File: config.mk
export PLATFORM = sky130hd
export DESIGN_NAME = text_line_number_visible_filter
export DESIGN_NICKNAME = d
export VERILOG_FILES = /design/src/hdl/tlnvf_pkg.sv /design/src/hdl/tlnvf_front.sv /design/src/hdl/tlnvf_queue.sv /design/src/hdl/tlnvf_back.sv /design/src/hdl/text_line_number_visible_filter.sv
export SDC_FILE = /design/constraint.sdc
export NUM_CORES = 1
export LEC_CHECK = 0
export ABC_CLOCK_PERIOD_IN_PS = 4300
export BUFFER_PORTS_ARGS = -buffer_cell sky130_fd_sc_hd__buf_2
export CORE_UTILIZATION = 31
export CTS_BUF_LIST = sky130_fd_sc_hd__clkbuf_4
export DETAILED_ROUTE_END_ITERATION = 8
export PLACE_DENSITY = 0.58
export SYNTH_ARGS = -nofsm -noshare
export SYNTH_HDL_FRONTEND = slang
export SYNTH_SLANG_ARGS = --single-unit
export TNS_END_PERCENT = 1
File: constraint.sdc
create_clock -name clk_i -period 4.3 [get_ports clk_i]
set_clock_uncertainty 0.05 [all_clocks]
set_input_delay 0.86 -clock clk_i [delete_from_list [all_inputs] [get_ports clk_i]]
set_output_delay 0.86 -clock clk_i [all_outputs]
set_load 0.05 [all_outputs]
File: src/hdl/tlnvf_pkg.sv
`default_nettype none
package tlnvf_pkg;

  // byte slots for one rendered text byte (M- ^ X is the longest form)
  localparam int unsigned CharSlots  = 4;
  localparam int unsigned QueueDepth = 4;
  localparam int unsigned QueuePtrW  = $clog2(QueueDepth);
  localparam int unsigned CfgIdxW    = 3;

  typedef enum logic [CfgIdxW-1:0] {
    REG_NUMBER_NONBLANK  = 3'd0,
    REG_NUMBER_ALL       = 3'd1,
    REG_SQUEEZE_BLANK    = 3'd2,
    REG_SHOW_NONPRINTING = 3'd3,
    REG_SHOW_ENDS        = 3'd4,
    REG_SHOW_TABS        = 3'd5
  } reg_idx_e;

  localparam logic [7:0] ChTab      = 8'd9;
  localparam logic [7:0] ChNewline  = 8'd10;
  localparam logic [7:0] ChSpace    = 8'd32;
  localparam logic [7:0] ChDollar   = 8'd36;
  localparam logic [7:0] ChDash     = 8'd45;
  localparam logic [7:0] ChZero     = 8'd48;
  localparam logic [7:0] ChQuestion = 8'd63;
  localparam logic [7:0] ChCtlShift = 8'd64;
  localparam logic [7:0] ChUpperI   = 8'd73;
  localparam logic [7:0] ChUpperM   = 8'd77;
  localparam logic [7:0] ChCaret    = 8'd94;
  localparam logic [6:0] ChDelete7  = 7'd127;

  typedef struct packed {
    logic number_nonblank;
    logic number_all;
    logic squeeze_blank;
    logic show_nonprinting;
    logic show_ends;
    logic show_tabs;
  } cfg_t;

  // one queued work item: optional line number plus 1..4 rendered bytes
  typedef struct packed {
    logic                           number;
    logic [CharSlots-1:0][7:0]      chars;
    logic [$clog2(CharSlots)-1:0]   char_last;
  } job_t;

endpackage
`default_nettype wire

File: src/hdl/tlnvf_front.sv
`default_nettype none
module tlnvf_front #(
  parameter int unsigned NUMBER_DIGITS = 6
) (
  input  wire                          clk_i,
  input  wire                          rst_ni,
  input  tlnvf_pkg::cfg_t              cfg_i,
  input  wire                          in_valid_i,
  output logic                         in_stall_o,
  input  wire  [7:0]                   data_byte_i,
  input  wire                          file_start_i,
  input  wire                          full_i,
  output logic                         push_o,
  output tlnvf_pkg::job_t              push_job_o,
  output logic [4*NUMBER_DIGITS-1:0]   push_bcd_o
);

  localparam int unsigned BcdW = 4 * NUMBER_DIGITS;

  logic            at_line_start_q, at_line_start_d;
  logic [1:0]      blank_run_q, blank_run_d;
  logic [BcdW-1:0] bcd_q, bcd_d, bcd_inc;
  logic            accept;
  logic            line_start, blank, squeezed, advance;
  logic [1:0]      run_eff, run_new;
  logic [NUMBER_DIGITS:0] carry;
  logic            all_nine;
  tlnvf_pkg::job_t rend;

  function automatic tlnvf_pkg::job_t render_char(input logic [7:0] c,
                                                   input tlnvf_pkg::cfg_t cfg);
    tlnvf_pkg::job_t j;
    logic [6:0]      low;
    j   = '0;
    low = c[6:0];
    if (c == tlnvf_pkg::ChNewline) begin
      if (cfg.show_ends) begin
        j.chars[0]  = tlnvf_pkg::ChDollar;
        j.chars[1]  = tlnvf_pkg::ChNewline;
        j.char_last = 2'd1;
      end else begin
        j.chars[0]  = tlnvf_pkg::ChNewline;
        j.char_last = 2'd0;
      end
    end else if (c == tlnvf_pkg::ChTab && cfg.show_tabs) begin
      j.chars[0]  = tlnvf_pkg::ChCaret;
      j.chars[1]  = tlnvf_pkg::ChUpperI;
      j.char_last = 2'd1;
    end else if (!cfg.show_nonprinting) begin
      j.chars[0]  = c;
      j.char_last = 2'd0;
    end else if (c[7]) begin
      // meta prefix, then the low seven bits in caret form where needed
      j.chars[0] = tlnvf_pkg::ChUpperM;
      j.chars[1] = tlnvf_pkg::ChDash;
      if (low[6:5] == 2'b00) begin
        j.chars[2]  = tlnvf_pkg::ChCaret;
        j.chars[3]  = {1'b0, low} + tlnvf_pkg::ChCtlShift;
        j.char_last = 2'd3;
      end else if (low == tlnvf_pkg::ChDelete7) begin
        j.chars[2]  = tlnvf_pkg::ChCaret;
        j.chars[3]  = tlnvf_pkg::ChQuestion;
        j.char_last = 2'd3;
      end else begin
        j.chars[2]  = c & 8'h7f;
        j.char_last = 2'd2;
      end
    end else if (c[6:5] == 2'b00 && c != tlnvf_pkg::ChTab) begin
      j.chars[0]  = tlnvf_pkg::ChCaret;
      j.chars[1]  = c + tlnvf_pkg::ChCtlShift;
      j.char_last = 2'd1;
    end else if (low == tlnvf_pkg::ChDelete7) begin
      j.chars[0]  = tlnvf_pkg::ChCaret;
      j.chars[1]  = tlnvf_pkg::ChQuestion;
      j.char_last = 2'd1;
    end else begin
      j.chars[0]  = c;
      j.char_last = 2'd0;
    end
    return j;
  endfunction

  assign in_stall_o = full_i;
  assign accept     = in_valid_i && !full_i;

  // bcd increment, carry ripples through trailing nines; all_nine marks the value at which the count saturates
  always_comb begin
    carry[0] = 1'b1;
    all_nine = 1'b1;
    for (int d = 0; d < NUMBER_DIGITS; d++) begin
      carry[d+1] = carry[d] && (bcd_q[4*d +: 4] >= 4'd9);
      if (bcd_q[4*d +: 4] != 4'd9) all_nine = 1'b0;
      if (!carry[d]) begin
        bcd_inc[4*d +: 4] = bcd_q[4*d +: 4];
      end else if (bcd_q[4*d +: 4] >= 4'd9) begin
        bcd_inc[4*d +: 4] = 4'd0;
      end else begin
        bcd_inc[4*d +: 4] = bcd_q[4*d +: 4] + 4'd1;
      end
    end
  end

  always_comb begin
    line_start = file_start_i || at_line_start_q;
    run_eff    = file_start_i ? 2'd0 : blank_run_q;
    blank      = (data_byte_i == tlnvf_pkg::ChNewline);
    if (blank) begin
      run_new = (run_eff == 2'd2) ? 2'd2 : run_eff + 2'd1;
    end else begin
      run_new = 2'd0;
    end
    squeezed = line_start && cfg_i.squeeze_blank && (run_new == 2'd2);
    advance  = line_start && !squeezed && !(cfg_i.number_nonblank && blank) && !all_nine;

    rend = render_char(data_byte_i, cfg_i);
    if (cfg_i.number_nonblank) begin
      rend.number = line_start && !blank;
    end else begin
      rend.number = line_start && cfg_i.number_all;
    end

    at_line_start_d = at_line_start_q;
    blank_run_d     = blank_run_q;
    bcd_d           = bcd_q;
    if (accept) begin
      blank_run_d     = line_start ? run_new : run_eff;
      at_line_start_d = squeezed ? 1'b1 : blank;
      if (advance) bcd_d = bcd_inc;
    end
  end

  assign push_o     = accept && !squeezed;
  assign push_job_o = rend;
  assign push_bcd_o = bcd_q;

  always_ff @(posedge clk_i or negedge rst_ni) begin
    if (!rst_ni) begin
      at_line_start_q <= 1'b1;
      blank_run_q     <= 2'd0;
      bcd_q           <= BcdW'(1);
    end else begin
      at_line_start_q <= at_line_start_d;
      blank_run_q     <= blank_run_d;
      bcd_q           <= bcd_d;
    end
  end

endmodule
`default_nettype wire

File: src/hdl/tlnvf_queue.sv
`default_nettype none
module tlnvf_queue #(
  parameter int unsigned DATA_W = 8
) (
  input  wire               clk_i,
  input  wire               rst_ni,
  input  wire               push_i,
  input  wire  [DATA_W-1:0] push_data_i,
  input  wire               pop_i,
  output logic              full_o,
  output logic              head_valid_o,
  output logic [DATA_W-1:0] head_data_o
);

  localparam int unsigned PtrW = tlnvf_pkg::QueuePtrW;
  localparam int unsigned CntW = PtrW + 1;

  logic [DATA_W-1:0] mem_q [tlnvf_pkg::QueueDepth];
  logic [PtrW-1:0]   wr_ptr_q, rd_ptr_q;
  logic [CntW-1:0]   count_q;

  assign full_o       = (count_q == CntW'(tlnvf_pkg::QueueDepth));
  assign head_valid_o = (count_q != '0);
  assign head_data_o  = mem_q[rd_ptr_q];

  always_ff @(posedge clk_i) begin
    if (push_i) mem_q[wr_ptr_q] <= push_data_i;
  end

  always_ff @(posedge clk_i or negedge rst_ni) begin
    if (!rst_ni) begin
      wr_ptr_q <= '0;
      rd_ptr_q <= '0;
      count_q  <= '0;
    end else begin
      if (push_i) wr_ptr_q <= wr_ptr_q + PtrW'(1);
      if (pop_i)  rd_ptr_q <= rd_ptr_q + PtrW'(1);
      if (push_i && !pop_i) begin
        count_q <= count_q + CntW'(1);
      end else if (pop_i && !push_i) begin
        count_q <= count_q - CntW'(1);
      end
    end
  end

endmodule
`default_nettype wire

File: src/hdl/tlnvf_back.sv
`default_nettype none
module tlnvf_back #(
  parameter int unsigned NUMBER_DIGITS = 6
) (
  input  wire                        clk_i,
  input  wire                        rst_ni,
  input  wire                        head_valid_i,
  input  tlnvf_pkg::job_t            head_job_i,
  input  wire  [4*NUMBER_DIGITS-1:0] head_bcd_i,
  output logic                       pop_o,
  output logic                       out_valid_o,
  input  wire                        out_stall_i,
  output logic [7:0]                 out_byte_o,
  output logic                       last_of_run_o
);

  localparam int unsigned PosW = $clog2(NUMBER_DIGITS + 5);

  logic [PosW-1:0] pos_q, num_len, end_pos, char_pos;
  logic            lead_q;
  logic            out_valid_q, out_last_q;
  logic [7:0]      out_byte_q;
  logic            step, last;
  logic [7:0]      cur_byte;
  logic [3:0]      dig;
  logic            in_digits, low_digit;

  assign num_len  = head_job_i.number ? PosW'(NUMBER_DIGITS + 1) : '0;
  assign end_pos  = num_len + PosW'(head_job_i.char_last);
  assign char_pos = pos_q - num_len;
  assign last     = (pos_q == end_pos);
  assign step     = head_valid_i && (!out_valid_q || !out_stall_i);
  assign pop_o    = step && last;

  always_comb begin
    dig = 4'd0;
    for (int d = 0; d < NUMBER_DIGITS; d++) begin
      if (pos_q == PosW'(NUMBER_DIGITS - 1 - d)) dig = head_bcd_i[4*d +: 4];
    end
    if (dig > 4'd9) dig = 4'd9;
    in_digits = head_job_i.number && (pos_q < PosW'(NUMBER_DIGITS));
    low_digit = (pos_q == PosW'(NUMBER_DIGITS - 1));

    if (in_digits) begin
      // leading zeros print as spaces, the units digit always prints
      if (lead_q && dig == 4'd0 && !low_digit) begin
        cur_byte = tlnvf_pkg::ChSpace;
      end else begin
        cur_byte = tlnvf_pkg::ChZero + {4'd0, dig};
      end
    end else if (head_job_i.number && pos_q == PosW'(NUMBER_DIGITS)) begin
      cur_byte = tlnvf_pkg::ChTab;
    end else begin
      cur_byte = head_job_i.chars[char_pos[1:0]];
    end
  end

  always_ff @(posedge clk_i) begin
    if (step) begin
      out_byte_q <= cur_byte;
      out_last_q <= last;
    end
  end

  always_ff @(posedge clk_i or negedge rst_ni) begin
    if (!rst_ni) begin
      out_valid_q <= 1'b0;
      pos_q       <= '0;
      lead_q      <= 1'b1;
    end else begin
      if (step) begin
        out_valid_q <= 1'b1;
        if (last) begin
          pos_q  <= '0;
          lead_q <= 1'b1;
        end else begin
          pos_q <= pos_q + PosW'(1);
          if (in_digits && dig != 4'd0) lead_q <= 1'b0;
        end
      end else if (!out_stall_i) begin
        out_valid_q <= 1'b0;
      end
    end
  end

  assign out_valid_o   = out_valid_q;
  assign out_byte_o    = out_byte_q;
  assign last_of_run_o = out_last_q;

endmodule
`default_nettype wire

File: src/hdl/text_line_number_visible_filter.sv
// with the job queue empty, an item transferred in is written to the queue, reaches its head, and its
// first output byte is then registered in the back before it is presented and can transfer out
// throughput: one output byte per cycle while out_stall_i is low; items are 1 to NUMBER_DIGITS+5 bytes
// input takes one item per cycle until the four-entry job queue fills
// a squeezed blank line takes its input transfer and makes no output
// reset (async, active low): config clears, count is 1, line start set, queue empty
`default_nettype none
module text_line_number_visible_filter #(
  parameter int unsigned NUMBER_DIGITS = 6
) (
  input  wire                               clk_i,
  input  wire                               rst_ni,
  // configuration write port
  input  wire                               cfg_we_i,
  input  wire  [tlnvf_pkg::CfgIdxW-1:0]     cfg_idx_i,
  input  wire                               cfg_wdata_i,
  // input text bytes
  input  wire                               in_valid_i,
  output logic                              in_stall_o,
  input  wire  [7:0]                        data_byte_i,
  input  wire                               file_start_i,
  // output text bytes
  output logic                              out_valid_o,
  input  wire                               out_stall_i,
  output logic [7:0]                        out_byte_o,
  output logic                              last_of_run_o
);

  localparam int unsigned BcdW   = 4 * NUMBER_DIGITS;
  localparam int unsigned JobW   = $bits(tlnvf_pkg::job_t);
  localparam int unsigned EntryW = JobW + BcdW;

  tlnvf_pkg::cfg_t cfg_q;

  // front to queue
  logic              push;
  tlnvf_pkg::job_t   push_job;
  logic [BcdW-1:0]   push_bcd;
  logic              full;

  // queue to back
  logic              head_valid, pop;
  logic [EntryW-1:0] head_entry;
  tlnvf_pkg::job_t   head_job;
  logic [BcdW-1:0]   head_bcd;

  // option registers, to be written only while the block is idle; the block itself does not enforce this
  always_ff @(posedge clk_i or negedge rst_ni) begin
    if (!rst_ni) begin
      cfg_q <= '0;
    end else if (cfg_we_i) begin
      unique case (tlnvf_pkg::reg_idx_e'(cfg_idx_i))
        tlnvf_pkg::REG_NUMBER_NONBLANK:  cfg_q.number_nonblank  <= cfg_wdata_i;
        tlnvf_pkg::REG_NUMBER_ALL:       cfg_q.number_all       <= cfg_wdata_i;
        tlnvf_pkg::REG_SQUEEZE_BLANK:    cfg_q.squeeze_blank    <= cfg_wdata_i;
        tlnvf_pkg::REG_SHOW_NONPRINTING: cfg_q.show_nonprinting <= cfg_wdata_i;
        tlnvf_pkg::REG_SHOW_ENDS:        cfg_q.show_ends        <= cfg_wdata_i;
        tlnvf_pkg::REG_SHOW_TABS:        cfg_q.show_tabs        <= cfg_wdata_i;
        default: ;
      endcase
    end
  end

  // front: line tracking, squeeze, line count and byte rendering
  tlnvf_front #(
    .NUMBER_DIGITS(NUMBER_DIGITS)
  ) u_front (
    .clk_i       (clk_i),
    .rst_ni      (rst_ni),
    .cfg_i       (cfg_q),
    .in_valid_i  (in_valid_i),
    .in_stall_o  (in_stall_o),
    .data_byte_i (data_byte_i),
    .file_start_i(file_start_i),
    .full_i      (full),
    .push_o      (push),
    .push_job_o  (push_job),
    .push_bcd_o  (push_bcd)
  );

  // job queue decouples classification from byte output
  tlnvf_queue #(
    .DATA_W(EntryW)
  ) u_queue (
    .clk_i       (clk_i),
    .rst_ni      (rst_ni),
    .push_i      (push),
    .push_data_i ({push_bcd, push_job}),
    .pop_i       (pop),
    .full_o      (full),
    .head_valid_o(head_valid),
    .head_data_o (head_entry)
  );

  assign head_job = tlnvf_pkg::job_t'(head_entry[JobW-1:0]);
  assign head_bcd = head_entry[EntryW-1:JobW];

  // back: serializes line number digits, tab and rendered bytes
  tlnvf_back #(
    .NUMBER_DIGITS(NUMBER_DIGITS)
  ) u_back (
    .clk_i        (clk_i),
    .rst_ni       (rst_ni),
    .head_valid_i (head_valid),
    .head_job_i   (head_job),
    .head_bcd_i   (head_bcd),
    .pop_o        (pop),
    .out_valid_o  (out_valid_o),
    .out_stall_i  (out_stall_i),
    .out_byte_o   (out_byte_o),
    .last_of_run_o(last_of_run_o)
  );

endmodule
`default_nettype wire
==> qor.yml, run 1 <==
power:
  power_leakage_uw: 0.00505
  p_sw_frac: 0.329
  peakVddDrop_uv: 325
  switchingPower_uw: 3070
  p_int_uw: 6280
  p_per_area_mw_per_mm2: 651
  pwr-share-comb: 0.322
  clkPwrFrac: 0.248
  seq_power_share: 0.430
  total_power_uw: 9350
setup_path:
  critPathCaptureType: "register"
  cp_max_fo: 8
  arrival_ns: 4.26
  worst-endpoint-required_ns: 4.80
  r2r_end: "u_queue.count_q[1]"
  criticalPathCategory: "reg -> reg"
  reg2reg_depth: 12
  reg2reg_slack_ns: 0.54
  rr_startpoint: "u_queue.rd_ptr_q[0]"
  start_kind: "register"
sta:
  relSlewSlack: 0.384
  hold_viol: 0
  finalCritPeriodShare: 0.875
  slew_viol_final: 0
  rsz0062_at_grt: "false"
  worst_slack_ns: 0.540
  tightest_slew_ns: 0.924
  fmax_mhz: 266
  setup-tns-final_ns: 0
  setup_viol: 0
  period_needed_ns: 3.76
run:
  drv_cap: 0
logic_synthesis:
  synthXorXnorAreaFrac: 0.0110
  synth_enable_flop_cells: 241
  seq_area_frac_synth: 0.665
  avgSynthCellArea_sq_um: 16.4
  synth_compound_area_frac: 0.0548
  syn_area_sq_mm: 0.0126
  synth_mux_area_frac: 0.128
  synthArstFlopShare: 0.160
  ys_seq_elements: 287
  yosys_warnings: 0
  syn_inst: 767
  ys_types: 82
  synthAdderAreaFrac: 0.0369
  synth_top_family_by_area: "multiplexers"
  synth_ff_type: "edfxtp_1"
  synth-simple-area-share: 0.0840
clocking:
  cts_resized: 0
  post_cts_buffers: 0
  cts_buffer_depth: 3
  cts_made_buffers: 71
  cts_tree: "done"
  clk_latency_ns: 0.68
  htreeDepth: 3
  cts_sinks: 287
  clock-root-buffer: "clkbuf_4"
  ctsHoldBuffers: 0
  clk_pin_slew_ns: 0.07
floorplan:
  die_h_microns: 204
  dieArea_sq_mm: 0.0415
  die_w_microns: 204
  coreArea_sq_mm: 0.0399
  start_util: 0.316
  row_count: 73
  io_pins: 29
route:
  vias: 6981
  wl_per_cell_microns: 18.5
  ant_nets: 0
  post_drt_via_cell_ratio: 4.84
  wirelength_microns: 26600
  drc_errors: 0
  drt_pass1_iterations: 5
  drtIter0Drc: 435
placement:
  dp_hpwl_microns: 17200
  dpl_cell_area_sq_mm: 0.0134
  place.gp.congestion: 0.837
  place_worst_setup_slack_ns: 0.557
  port_buffers: 28
finish:
  multi_input_area_sq_mm: 0.00399
  drive_above_1_share: 0.284
  fill_cells: 3756
  seqCellArea_sq_mm: 0.00840
  syn_to_final_growth_pct: 13.9
  post-route-util: 0.360
  fin_nets: 914
  stdcell_area_sq_mm: 0.0144
global_routing:
  grt_use_total: 0.134
  grt_max_degree: 59
  first_global_vias: 7424
  antenna_found_initial: 1
  grt_overflow: 0
  grt_first_pass_wirelength_microns: 42300
run_status:
  outcome: "finished, final reports clean"
worst_hold_path:
  min_path_type: "in -> async"
final cells by class:
class	count	area share
Sequential cell	287	0.585
Multi-Input combinational cell	427	0.277
Clock buffer	115	0.0601
Tap cell	525	0.0457
Timing Repair Buffer	40	0.0178
Inverter	33	0.00862
Clock inverter	13	0.00549
Antenna cell	1	0.000174
cell usage in the layout, fill, tap and decap left out, types with 4 or more instances in the layout:
cell type	instances
edfxtp_1	241
nor2b_1	7
clkbuf_4	115
mux4_2	62
buf_4	10
o21ai_0	22
a41oi_1	5
xnor2_1	10
nor3b_1	6
a21o_1	5
dfrtp_1	41
clkinv_1	7
and2_1	8
ha_1	34
nor4_1	4
a21oi_1	13
mux2i_1	9
nand2b_1	6
nor3_1	10
conb_1	4
a22oi_1	4
xor2_1	4
nand2_1	49
nand3_1	16
o22ai_1	4
nand4_1	5
nand4b_1	4
mux2_2	9
inv_1	31
and2_2	4
buf_2	28
and3_1	7
a31oi_1	5
inv_2	4
nor2_1	41
o21ai_1	5
Yosys cell counts (3+ instances only):
master | count | share of area
o21a_1 | 3 | 0.0018
and2_1 | 12 | 0.0060
mux2_2 | 9 | 0.0080
nor3b_1 | 6 | 0.0036
nor2_1 | 41 | 0.012
mux2i_1 | 9 | 0.0071
o22ai_1 | 4 | 0.0020
nor4b_1 | 3 | 0.0021
o21ai_1 | 5 | 0.0020
dfstp_2 | 3 | 0.0062
o2111ai_1 | 3 | 0.0021
and3_1 | 7 | 0.0035
nor4_1 | 4 | 0.0020
nor2b_1 | 7 | 0.0035
o21ai_0 | 22 | 0.0087
nand4_1 | 5 | 0.0025
nand2_1 | 49 | 0.015
a22oi_1 | 4 | 0.0024
clkbuf_1 | 9 | 0.0027
a31oi_1 | 5 | 0.0025
dfrtp_1 | 43 | 0.085
buf_2 | 5 | 0.0020
a21o_1 | 5 | 0.0030
xor2_1 | 4 | 0.0028
inv_1 | 31 | 0.0092
buf_4 | 4 | 0.0024
a32oi_1 | 3 | 0.0021
a41oi_1 | 5 | 0.0035
a21oi_1 | 13 | 0.0052
nand3_1 | 16 | 0.0063
nand2b_1 | 6 | 0.0030
xnor2_1 | 10 | 0.0069
or3_1 | 3 | 0.0015
mux4_2 | 62 | 0.11
edfxtp_1 | 241 | 0.57
ha_1 | 34 | 0.034
buf_6 | 3 | 0.0027
nor3_1 | 10 | 0.0040
nand4b_1 | 4 | 0.0028
per-layer routing:
metal / part of all wire / routed length (microns) / up-vias / track usage
li1: - / - / 3256 / -
met1: 0.47 / 12500 / 3535 / 0.181
met2: 0.47 / 12400 / 148 / 0.211
met3: 0.046 / 1230 / 42 / 0.0291
met4: 0.019 / 500 / 0 / 0.0518
met5: 0 / 0 / - / 0
how the worst max path moves through the flow:
stage	startpoint	to	slack [ns]	cells past startpoint
finish	u_queue.rd_ptr_q[0]	u_queue.count_q[1]	0.54	12
global route	u_queue.rd_ptr_q[0]	u_queue.count_q[1]	0.38	12
CTS	u_queue.rd_ptr_q[0]	u_queue.count_q[1]	0.54	12
detailed placement	u_queue.rd_ptr_q[0]	u_queue.count_q[1]	0.56	12
global placement	u_queue.rd_ptr_q[0]	u_queue.count_q[1]	0.59	12
floorplan	u_queue.rd_ptr_q[0]	u_queue.count_q[1]	0.02	14
sequential cells by signal, summed over array words and instances, names as in the netlist:
name,count
u_back.out_valid_o,1
u_front.at_line_start_q,1
u_front.blank_run_q,2
u_queue.mem_q,232
u_back.pos_q,4
u_front.push_bcd_o,24
u_back.lead_q,1
cfg_q,6
u_queue.wr_ptr_q,2
u_queue.count_q,3
u_back.last_of_run_o,1
u_queue.rd_ptr_q,2
u_back.out_byte_o,8
worst max-delay path, cell delays in order (launching register included):
cell	delay, ns
dfrtp_4	0.46
mux4_2	0.62
ha_1	0.24
inv_1	0.07
fa_1	0.42
xnor2_1	0.15
nor4_2	0.27
buf_4	0.19
nand2_1	0.16
ha_1	0.29
inv_1	0.07
fa_1	0.40
mux2_2	0.26
kinds of logic (layout without fill, tap and decap cells):
logic type,after synthesis,count (layout)
AOI/OAI and AO/OA,98,98
xor gates and xnor gates,15,15
adders and majority gates,36,36
buffers and inverters,56,201
DFF,287,287
muxes,82,82
other,1,5
and+or+nand+nor,192,192
power groups by stage:
| stage | clock [uW] | sequential (uW) | combinational, uW |
|---|---|---|---|
| floorplan | 0 | 4150 | 2110 |
| global placement | 0 | 4060 | 3060 |
| detailed placement | 0 | 4090 | 3080 |
| global route | 2560 | 4080 | 3290 |
| CTS | 2410 | 4030 | 3080 |
| finish | 2320 | 4020 | 3010 |
per-stage QoR:
stage	hold slack, ns	cells
2_1_floorplan	0.406	770
3_3_place_gp	0.422	1312
3_5_place_dp	0.433	1312
4_1_cts	0.155	1440
5_1_grt	0.195	1441
6_report	0.199	1441
Power figures use the tool's default switching activity.
==> run 2: changes to the inputs <==
MAX_ROUTING_LAYER = met4   (was unset)
==> qor.yml, run 2 (synthesis gave the netlist of run 1 again) <==
setup_path:
  criticalPathCategory: "reg -> reg"
  startpoint: "u_queue.rd_ptr_q[0]"
  critPathCaptureType: "register"
  start_kind: "register"
  reg2reg_depth: 12  # unchanged
  cp_max_fo: 8  # unchanged
  reg2reg_slack_ns: 0.54  # about the same
  arrival_ns: 4.25  # about the same
  worst-endpoint-required_ns: 4.79  # about the same
  rr_startpoint: "u_queue.rd_ptr_q[0]"
  r2r_end: "u_queue.count_q[1]"
route:
  drc_errors: 0  # unchanged
  ant_nets: 0  # unchanged
  vias: 7067  # +1.2%
  wirelength_microns: 26500  # -0.19%
  wl_per_cell_microns: 18.4  # -0.19%
  drtIter0Drc: 450  # +3.4%
  drt_pass1_iterations: 7  # +2
  post_drt_via_cell_ratio: 4.90  # +1.2%
finish:
  fill_cells: 3756  # unchanged
  drive_above_1_share: 0.284  # unchanged
  fin_nets: 914  # unchanged
  top_register: "u_queue.mem_q"
  post-route-util: 0.360  # unchanged
  syn_to_final_growth_pct: 13.9  # unchanged
  mostFrequentLayoutCell: "edfxtp_1"
  mostFrequentLayoutCells: "edfxtp_1, clkbuf_4, mux4_2"
  largest_register_ffs: 232  # unchanged
power:
  p_per_area_mw_per_mm2: 651  # about the same
  p_int_uw: 6280  # about the same
  p_sw_frac: 0.329  # about the same
  power_leakage_uw: 0.00505  # unchanged
  seq_power_share: 0.430  # about the same
  switchingPower_uw: 3070  # about the same
  clkPwrFrac: 0.248  # about the same
  pwr-share-comb: 0.322  # about the same
  peakVddDrop_uv: 322  # -0.69%
floorplan:
  io_pins: 29  # unchanged
  start_util: 0.316  # unchanged
  row_count: 73  # unchanged
  coreArea_sq_mm: 0.0399  # unchanged
  die_h_microns: 204  # unchanged
  die_w_microns: 204  # unchanged
  dieArea_sq_mm: 0.0415  # unchanged
run_status:
  outcome: "finished, final reports clean"
sta:
  tightest_slew_ns: 0.924  # +0.000108 ns
  relSlewSlack: 0.384  # about the same
  finalCritPeriodShare: 0.873  # -0.00111
  slew_viol_final: 0  # unchanged
  fmax_mhz: 266  # +0.13%
  setup-tns-final_ns: 0  # unchanged
  rsz0062_at_grt: "false"
  hold_viol: 0  # unchanged
  setup_viol: 0  # unchanged
  period_needed_ns: 3.76  # -0.00477 ns
global_routing:
  first_global_vias: 7440  # +0.22%
  antenna_found_initial: 1  # unchanged
  grt_overflow: 0  # unchanged
  grt_max_degree: 59  # unchanged
  grt_first_pass_wirelength_microns: 42300  # about the same
  grt_use_total: 0.138  # +0.00399
clocking:
  clock-root-buffer: "clkbuf_4"
  cts_resized: 0  # unchanged
  cts_tree: "done"
  htreeDepth: 3  # unchanged
  clk_latency_ns: 0.67  # about the same
  cts_made_buffers: 71  # unchanged
  clk_pin_slew_ns: 0.07  # about the same
  ctsHoldBuffers: 0  # unchanged
  cts_buffer_depth: 3  # unchanged
  cts_sinks: 287  # unchanged
  post_cts_buffers: 0  # unchanged
placement:
  port_buffers: 28  # unchanged
  place.gp.congestion: 0.850  # +1.6%
  dp_hpwl_microns: 17200  # unchanged
run:
  drv_cap: 0  # unchanged
worst_hold_path:
  min_path_type: "in -> async"
[run 2: area by class of cell]
class | count | area, sq um | share of cell area
sequential | 287 | 8400 | 0.585
multi-input combinational | 427 | 3990 | 0.277
clock buffer | 115 | 863 | 0.0601
tap | 525 | 657 | 0.0457
timing repair buffer | 40 | 255 | 0.0178
inverter | 33 | 124 | 0.00862
clock inverter | 13 | 78.8 | 0.00549
antenna | 1 | 2.50 | 0.000174
[run 2: critical path: stages (launching register included)]
cell,delay (ns)
dfrtp_4,0.46
mux4_2,0.62
ha_1,0.24
inv_1,0.07
fa_1,0.42
xnor2_1,0.15
nor4_2,0.26
buf_4,0.19
nand2_1,0.16
ha_1,0.28
inv_1,0.07
fa_1,0.40
mux2_2,0.26
[run 2: routing by layer]
| metal | part of all wire | wire length, microns | GRT usage |
|---|---|---|---|
| met5 | 0 | 0 | - |
| met4 | 0.019 | 510 | 0.0534 |
| met3 | 0.053 | 1400 | 0.0276 |
| met2 | 0.47 | 12400 | 0.211 |
| met1 | 0.46 | 12300 | 0.180 |
[run 2: worst max path at each step]
stage	end	slack, ns
floorplan	u_queue.count_q[1]	0.02
global placement	u_queue.count_q[1]	0.59
detailed placement	u_queue.count_q[1]	0.56
CTS	u_queue.count_q[1]	0.54
global route	u_queue.count_q[1]	0.38
finish	u_queue.count_q[1]	0.54
[run 2: stage by stage]
stage	hold WS, ns	cells	area, sq um	setup WS, ns	power, uW
2_1_floorplan	0.406	770	12600	0.0199	6250
3_3_place_gp	0.422	1312	13400	0.594	7120
3_5_place_dp	0.433	1312	13400	0.557	7160
4_1_cts	0.155	1440	14400	0.539	9520
5_1_grt	0.202	1441	14400	0.380	9930
6_report	0.206	1441	14400	0.544	9350
[run 2: power groups by stage]
| stage | Sequential, uW | Clock (uW) | Combinational [uW] |
|---|---|---|---|
| after floorplan | 4150 | 0 | 2110 |
| after global placement | 4060 | 0 | 3060 |
| after detailed placement | 4090 | 0 | 3080 |
| after CTS | 4030 | 2410 | 3080 |
| after global routing | 4080 | 2560 | 3290 |
| final | 4020 | 2320 | 3010 |
==> run 3: changes to the inputs <==
ABC_CLOCK_PERIOD_IN_PS = 4600   (was 4300)
PLACE_DENSITY = 0.56   (was 0.58)
clock period = 4.6 ns   (was 4.3 ns; I/O delays follow)
==> qor.yml, run 3 (synthesis gave the netlist of run 1 again) <==
route:
  wl_met2_microns: 12500  # +1.2%
  vias: 7071  # +0.057%
  ant_nets: 0  # unchanged
  post_drt_via_cell_ratio: 4.88  # -0.56%
  drt_pass1_iterations: 5  # -2
  drc_errors: 0  # unchanged
  wl_met3_microns: 1210  # -13%
  wl_per_cell_microns: 18.6  # +0.96%
  drtIter0Drc: 457  # +1.6%
  top_layer: "met4"
  wirelength_microns: 27000  # +1.6%
  met1_length_microns: 12600  # +3.1%
global_routing:
  grt_overflow: 0  # unchanged
  antenna_found_initial: 2  # +1
  grt_max_degree: 47  # -20%
  grt_use_total: 0.141  # +0.00275
  first_global_vias: 7517  # +1.0%
  grt_first_pass_wirelength_microns: 43300  # +2.2%
power:
  peakVddDrop_uv: 256  # -21%
  power_leakage_uw: 0.00510  # +1.1%
  p_per_area_mw_per_mm2: 622  # -4.5%
placement:
  dp_hpwl_microns: 17400  # +1.3%
  port_buffers: 28  # unchanged
  place.gp.congestion: 0.870  # +2.4%
  dpl_cell_area_sq_mm: 0.0135  # +0.26%
setup_path:
  path_cells: "buf_4 -> mux4_2 -> inv_1 -> fa_1 -> xnor2_1 -> nor4_2 -> buf_4 -> nand2_1 -> ha_1 -> inv_1 -> fa_1 -> mux2_2"
  criticalPathCategory: "reg -> reg"
  reg2reg_depth: 12  # unchanged
  reg2reg_slack_ns: 0.62  # +0.07 ns
  r2r_end: "u_queue.count_q[1]"
  slowest_delay_ns: 0.57  # -0.05 ns
  worst-path-buf-inv: 4  # +1
  slowest_stage: "mux4_2"
  rr_startpoint: "u_queue.rd_ptr_q[0]"
  start_kind: "register"
  arrival_ns: 4.49  # +0.24 ns
  path_delay_family: "adder cells"
  worst-endpoint-required_ns: 5.10  # +0.31 ns
  critPathCaptureType: "register"
  cp_max_fo: 19  # +11
finish:
  mostFrequentLayoutCell: "edfxtp_1"
  stdcell_area_sq_mm: 0.0145  # +0.92%
  seqCellArea_sq_mm: 0.00840  # unchanged
  mostFrequentLayoutCells: "edfxtp_1, clkbuf_4, mux4_2"
  fin_nets: 919  # +0.55%
  multi_input_area_sq_mm: 0.00399  # unchanged
  top_register: "u_queue.mem_q"
  drive_above_1_share: 0.282  # -0.00246
  syn_to_final_growth_pct: 14.9
  fill_cells: 3781  # +0.67%
  largest_register_ffs: 232  # unchanged
clocking:
  ctsHoldBuffers: 0  # unchanged
  cts_sinks: 287  # unchanged
  htreeDepth: 3  # unchanged
  cts_made_buffers: 73  # +2.8%
  clk_latency_ns: 0.70  # +0.03 ns
  post_cts_buffers: 0  # unchanged
  clock-root-buffer: "clkbuf_4"
  cts_resized: 0  # unchanged
  cts_tree: "done"
  clk_pin_slew_ns: 0.06  # about the same
  cts_buffer_depth: 3  # unchanged
sta:
  setup_viol: 0  # unchanged
  relSlewSlack: 0.441  # +0.0568
  fmax_mhz: 251  # -5.7%
  hold_viol: 0  # unchanged
  rsz0062_at_grt: "false"
  finalCritPeriodShare: 0.865  # -0.00794
  setup-tns-final_ns: 0  # unchanged
  slew_viol_final: 0  # unchanged
  period_needed_ns: 3.98  # +0.226 ns
  tightest_slew_ns: 0.832  # -0.0917 ns
floorplan:
  start_util: 0.316  # unchanged
  coreArea_sq_mm: 0.0399  # unchanged
  row_count: 73  # unchanged
  dieArea_sq_mm: 0.0415  # unchanged
  die_w_microns: 204  # unchanged
  io_pins: 29  # unchanged
  die_h_microns: 204  # unchanged
worst_hold_path:
  min_path_type: "in -> async"
run:
  drv_cap: 0  # unchanged
run_status:
  outcome: "finished, final reports clean"
run 3: changes by cell type in the layout (fill, tap and decap cells not counted), moves of 2 or more:
cell,before,now
bufinv_16,1,5
clkbuf_4,115,107
buf_4,10,12
clkinv_1,7,15
run 3: per-stage QoR:
| step | total power (uW) | hold WS (ns) | setup WS [ns] | std cells | utilization |
|---|---|---|---|---|---|
| 6_report | 9010 | 0.314 | 0.619 | 1450 | 0.363 |
| 5_1_grt | 9560 | 0.329 | 0.374 | 1450 | 0.363 |
| 4_1_cts | 9180 | 0.292 | 0.602 | 1448 | 0.363 |
| 3_5_place_dp | 6770 | 0.435 | 0.624 | 1315 | 0.337 |
| 3_3_place_gp | 6750 | 0.420 | 0.713 | 1315 | 0.337 |
| 2_1_floorplan | 5840 | 0.406 | 0.320 | 770 | - |
run 3: routing by layer:
metal	vias up	GRT usage
met5	-	-
met4	0	0.0550
met3	57	0.0276
met2	178	0.211
met1	3570	0.187
li1	3266	-
run 3: worst reg2reg max path: stages (launching register included):
cell     delay (ns)
dfrtp_4        0.44
buf_4          0.37
mux4_2         0.58
inv_1          0.12
fa_1           0.44
xnor2_1        0.16
nor4_2         0.29
buf_4          0.21
nand2_1        0.18
ha_1           0.29
inv_1          0.07
fa_1           0.39
mux2_2         0.26
run 3: cell type report:
cell class	count	share of cell area
antenna	2	0.000345
clock buffer	107	0.0554
sequential	287	0.579
tap	525	0.0453
timing repair buffer	43	0.0200
inverter	33	0.00855
multi-input combinational	427	0.275
clock inverter	26	0.0161
run 3: where the power goes:
part	internal, uW	leakage, uW	switching [uW]	total [uW]
Clock	1350	0.000611	1020	2380
Sequential	3500	0.00273	255	3750
Combinational	1200	0.00176	1680	2880
run 3: worst max-delay path by stage:
stage	startpoint	end	slack, ns	cells past startpoint
2_1_floorplan	u_queue.rd_ptr_q[0]	u_queue.count_q[1]	0.32	14
3_3_place_gp	u_queue.rd_ptr_q[0]	u_queue.count_q[1]	0.71	12
3_5_place_dp	u_queue.rd_ptr_q[0]	u_queue.count_q[1]	0.62	12
4_1_cts	u_queue.rd_ptr_q[0]	u_queue.count_q[1]	0.60	12
5_1_grt	u_queue.rd_ptr_q[0]	u_queue.count_q[1]	0.37	12
6_report	u_queue.rd_ptr_q[0]	u_queue.count_q[1]	0.62	12
